File: config.mk
export PLATFORM = sky130hd
export DESIGN_NAME = chlp_hash
export DESIGN_NICKNAME = d
export VERILOG_FILES = /design/src/hw/rtl/chlp_pkg.sv /design/src/hw/rtl/chlp_hash.sv
export SDC_FILE = /design/constraint.sdc
export NUM_CORES = 2
export LEC_CHECK = 0
export BUFFER_PORTS_ARGS = -buffer_cell sky130_fd_sc_hd__buf_2
export CORE_MARGIN = 2
export CORE_UTILIZATION = 60
export DETAILED_ROUTE_END_ITERATION = 10
export PLACE_DENSITY = 0.77
export SYNTH_ARGS = -nofsm -noshare
export SYNTH_HDL_FRONTEND = slang
export SYNTH_SLANG_ARGS = --single-unit
File: constraint.sdc
create_clock -name clk -period 15.8 [get_ports clk]
set_clock_uncertainty 0.15 [all_clocks]
set_input_delay 1.58 -clock clk [delete_from_list [all_inputs] [get_ports clk]]
set_output_delay 1.58 -clock clk [all_outputs]
set_load 0.02 [all_outputs]
File: src/hw/rtl/chlp_pkg.sv
`timescale 1ns / 1ps
`default_nettype none

package chlp_pkg;

    // Key layout: {x[30:0], y[31:0], mode}
    localparam int KEY_W   = 64;
    localparam int X_SHIFT = 33;
    localparam int COORD_W = 32;

    // Multiplicative hash constant
    localparam logic [31:0] HASH_MULT = 32'd2654435761;

    // Operation codes
    localparam logic [1:0] FUNC_LOOKUP = 2'd0;
    localparam logic [1:0] FUNC_INSERT = 2'd1;
    localparam logic [1:0] FUNC_CLEAR  = 2'd2;

    // Result status codes
    localparam logic [1:0] STATUS_OK   = 2'd0;
    localparam logic [1:0] STATUS_MISS = 2'd1;
    localparam logic [1:0] STATUS_DUP  = 2'd2;
    localparam logic [1:0] STATUS_FULL = 2'd3;

    localparam int HANDLE_OUT_W = 16;
    localparam int COUNT_OUT_W  = 9;

endpackage

`default_nettype wire

File: src/hw/rtl/chlp_hash.sv
`timescale 1ns / 1ps
`default_nettype none

// Home slot unit: one 32x32 multiplier shared by every multiply step. Two partial
// products give the 64-bit hash product. When the capacity is not a power of
// two, the upper word is folded down by (2^32 mod capacity) until the value
// fits 32 bits. A reciprocal multiply then estimates the quotient, a
// back-multiply forms the remainder, and one compare-subtract corrects it.
module chlp_hash #(
    parameter int CAPACITY = 256
) (
    input  wire logic                        clk,
    input  wire logic                        rst_n,
    input  wire logic                        start,
    input  wire logic [chlp_pkg::KEY_W-1:0]  key,
    output logic                             done,
    output logic [$clog2(CAPACITY)-1:0]      home
);

    localparam int          AW      = $clog2(CAPACITY);
    localparam bit          IS_POW2 = ((CAPACITY & (CAPACITY - 1)) == 0);
    localparam logic [63:0] CAP_64  = 64'(CAPACITY);
    localparam logic [63:0] RCP_64  = 64'h1_0000_0000 / CAP_64;
    localparam logic [63:0] R32_64  = 64'h1_0000_0000 % CAP_64;
    localparam logic [31:0] CAP_V   = CAP_64[31:0];
    localparam logic [31:0] RCP_V   = RCP_64[31:0];
    localparam logic [31:0] R32_V   = R32_64[31:0];
    localparam logic [AW:0] CAP_R   = CAP_64[AW:0];

    typedef enum logic [2:0] {
        H_IDLE,
        H_MUL_LO,
        H_MUL_HI,
        H_FOLD,
        H_RCP,
        H_BACK,
        H_FIX
    } hstate_t;

    hstate_t                    state_reg;
    logic                       done_reg;
    logic [AW-1:0]              home_reg;
    logic [chlp_pkg::KEY_W-1:0] key_reg;
    logic [63:0]                prod_reg;
    logic [31:0]                quot_reg;
    logic [AW:0]                rem_reg;

    logic [31:0] mul_a;
    logic [31:0] mul_b;
    logic [63:0] mul_p;
    logic [63:0] prod_sum;
    logic [63:0] fold_sum;
    logic [31:0] rem_diff;
    logic [AW:0] rem_fix;

    // Route the operands of the shared multiplier for the current step
    always_comb
    begin
        mul_a = key_reg[31:0];
        mul_b = chlp_pkg::HASH_MULT;
        case (state_reg)
            H_MUL_HI:
            begin
                mul_a = key_reg[63:32];
            end
            H_FOLD:
            begin
                mul_a = prod_reg[63:32];
                mul_b = R32_V;
            end
            H_RCP:
            begin
                mul_a = prod_reg[31:0];
                mul_b = RCP_V;
            end
            H_BACK:
            begin
                mul_a = quot_reg;
                mul_b = CAP_V;
            end
            default:
            begin
                mul_a = key_reg[31:0];
            end
        endcase
    end

    assign mul_p    = 64'(mul_a) * 64'(mul_b);
    assign prod_sum = prod_reg + {mul_p[31:0], 32'd0};

    // Fold the upper word back in, form the remainder, correct it once
    assign fold_sum = mul_p + {32'd0, prod_reg[31:0]};
    assign rem_diff = prod_reg[31:0] - mul_p[31:0];
    assign rem_fix  = (rem_reg >= CAP_R) ? (rem_reg - CAP_R) : rem_reg;

    // Sequencer and registered outputs
    always_ff @(posedge clk or negedge rst_n)
    begin
        if (!rst_n)
        begin
            state_reg <= H_IDLE;
            done_reg  <= 1'b0;
            home_reg  <= '0;
        end
        else
        begin
            done_reg <= 1'b0;
            case (state_reg)
                H_IDLE:
                begin
                    if (start)
                    begin
                        state_reg <= H_MUL_LO;
                    end
                end
                H_MUL_LO:
                begin
                    state_reg <= H_MUL_HI;
                end
                H_MUL_HI:
                begin
                    if (IS_POW2)
                    begin
                        home_reg  <= prod_sum[AW-1:0];
                        done_reg  <= 1'b1;
                        state_reg <= H_IDLE;
                    end
                    else
                    begin
                        state_reg <= H_FOLD;
                    end
                end
                H_FOLD:
                begin
                    if (fold_sum[63:32] == 32'd0)
                    begin
                        state_reg <= H_RCP;
                    end
                end
                H_RCP:
                begin
                    state_reg <= H_BACK;
                end
                H_BACK:
                begin
                    state_reg <= H_FIX;
                end
                H_FIX:
                begin
                    home_reg  <= rem_fix[AW-1:0];
                    done_reg  <= 1'b1;
                    state_reg <= H_IDLE;
                end
                default:
                begin
                    state_reg <= H_IDLE;
                end
            endcase
        end
    end

    // Datapath registers
    always_ff @(posedge clk)
    begin
        case (state_reg)
            H_IDLE:
            begin
                if (start)
                begin
                    key_reg <= key;
                end
            end
            H_MUL_LO:
            begin
                prod_reg <= mul_p;
            end
            H_MUL_HI:
            begin
                prod_reg <= prod_sum;
            end
            H_FOLD:
            begin
                prod_reg <= fold_sum;
            end
            H_RCP:
            begin
                quot_reg <= mul_p[63:32];
            end
            H_BACK:
            begin
                rem_reg <= rem_diff[AW:0];
            end
            default:
            begin
                prod_reg <= prod_reg;
            end
        endcase
    end

    assign done = done_reg;
    assign home = home_reg;

endmodule

`default_nettype wire

==> flow_summary.ini <==
[status]
status = complete, no violations

[setup_path]
critPathCaptureType = flop
cp_data_required_time_ps = 15970
cp-start-kind = flop
slowest_stage = nor2_1
max_stage_delay_ps = 980
cpMostUsedCell = fa_1
critPathMaxFanout = 30
crit_type = flop to flop
crit_arrival_ps = 14900

[sta]
finalHoldWorstSlack_ps = 330
setup_viol = 0
tns_ps = 0
rsz0062_at_grt = false
worstMarginPinSlew_ps = 1180
period_needed_ps = 14730
max_freq_mhz = 67.9
slew-limit-headroom = 0.211
period_share = 0.932
final_max_slew_viol_count = 0
hold_viol = 0

[grt]
gr-total-overflow = 0
grt_pass1_wl_microns = 155000
grt_pass1_vias = 25655
grtUsageTotal = 0.372
grt_max_degree = 52
antenna_found_initial = 1

[clocking]
holdBufCountCts = 0
cts-root-buf = clkbuf_16
clk_pin_slew_ps = 80
ctsLongestPathBuffers = 2
cts_tree = yes
clock_latency_ps = 460
htree_levels = 4
cts_buffers = 17
post_cts_buffers = 0
clock_sinks = 180
ctsResizeCount = 0

[synthesis]
async_flop_share = 0.0667
ys_seq_elements = 180
seq_area_frac_synth = 0.163
ys_warn_count = 0
synth_area_sq_um = 32800
synth_fp_nets = 4442
synthCells = 3430
ys_types = 91
synth_ff_type = edfxtp_1
synth-edff-count = 168
postSynthAreaPerCell_sq_um = 9.56

[die]
die_area_sq_um = 56500
floorplan.rows = 85
die_y_microns = 238
io_pins = 76
die_w_microns = 238
core_sq_um = 53900
initial_utilization = 0.608

[cells_and_area]
stdcell_count = 4172
finalNetCount = 4475
final_common_cell = inv_1
num-fill-cells = 4431
layout-drive-gt1-share = 0.0549
final_cell_mix = 782 x inv_1, 482 x fa_1, 463 x ha_1
antennaDiodeCount = 0
areaGrowthSynthToFinish_pct = 5.26

[flow_run]
drv_cap = 0

[routing]
vias = 25576
drt_iter0_markers = 2829
wl_per_cell_microns = 24.5
firstDrtPassIters = 6
drc = 0
wl_microns = 102000
via_per_inst = 6.13
ant_nets = 0

[placement]
hpwl_microns = 87400
dp.cells = 4140
portBuffers = 75
gp_congestion = 1.06

[hold_path]
hold_path.class = flop to flop
## per-layer routing
metal | GRT usage | up-vias | routed length, microns
li1 | - | 11394 | -
met1 | 0.506 | 12431 | 40500
met2 | 0.566 | 1470 | 44700
met3 | 0.0735 | 281 | 10300
met4 | 0.196 | 0 | 6720
met5 | 0 | - | 0
## metrics by stage
stage          instance area, sq um  setup WS (ps)  utilization
2_1_floorplan                 32800           4420            -
3_3_place_gp                  34000           1780        0.630
3_5_place_dp                  34000           1610        0.630
4_1_cts                       34500           1580        0.640
5_1_grt                       34500            603        0.640
6_report                      34500           1070        0.640
## cell usage after synthesis, types with 20 or more instances
cell type | count | area share
a22oi_1 | 38 | 0.0087
and2_1 | 20 | 0.0038
and3_1 | 43 | 0.0082
xnor2_1 | 87 | 0.023
nand3_1 | 60 | 0.0092
inv_1 | 782 | 0.089
o21bai_1 | 26 | 0.0060
o22ai_1 | 21 | 0.0040
nand4_1 | 25 | 0.0048
nor3_1 | 51 | 0.0078
a21o_1 | 67 | 0.015
xor2_1 | 51 | 0.014
nor2_1 | 158 | 0.018
fa_1 | 482 | 0.29
a31oi_1 | 24 | 0.0046
nand2b_1 | 29 | 0.0055
nand2_1 | 183 | 0.021
clkbuf_1 | 71 | 0.0081
edfxtp_1 | 168 | 0.15
a21oi_1 | 168 | 0.026
o21ai_0 | 121 | 0.018
ha_1 | 463 | 0.18
## cell type report
| cell class | count | area (sq um) | share of cell area |
|---|---|---|---|
| clock inverter | 15 | 136 | 0.00395 |
| sequential | 180 | 5350 | 0.155 |
| multi-input combinational | 2378 | 24200 | 0.702 |
| inverter | 783 | 2940 | 0.0851 |
| tap | 696 | 871 | 0.0252 |
| timing repair buffer | 103 | 586 | 0.0170 |
| clock buffer | 17 | 425 | 0.0123 |
## kinds of logic (layout without fill, tap and decap cells)
logic type,after synthesis,after routing,synth area share
adder cells (fa/ha/maj),945,945,0.471
buffers and inverters,872,918,0.100
AND/OR/NAND/NOR,655,655,0.0991
AO/OA/AOI/OAI,620,620,0.123
flip-flops,180,180,0.163
XOR/XNOR,139,139,0.0377
multiplexers,19,19,0.00591
## worst paths after layout
path | end | depth (start not counted) | slack [ps] | startpoint
max | state_reg[0] | 36 | 1070 | state_reg[2]
min | home[2] | 2 | 330 | home[2]
max reg2reg | state_reg[0] | 36 | 1070 | state_reg[2]
min reg2reg | home[2] | 2 | 330 | home[2]
max in group asynchronous | state_reg[2] | 1 | 14380 | rst_n
min in group asynchronous | state_reg[0] | 1 | 860 | rst_n
## worst max-delay path, delay by kind of cell, from the launching register on
kind	cells	cell delay, ps
adder cells (fa/ha/maj)	10	5020
buffers and inverters	4	320
AO/OA/AOI/OAI	8	3200
XOR/XNOR	2	750
flip-flops	1	610
AND/OR/NAND/NOR	12	4470
Power is not shown: default switching activity piles up to over one toggle a cycle in this logic, so the estimate is an artifact.
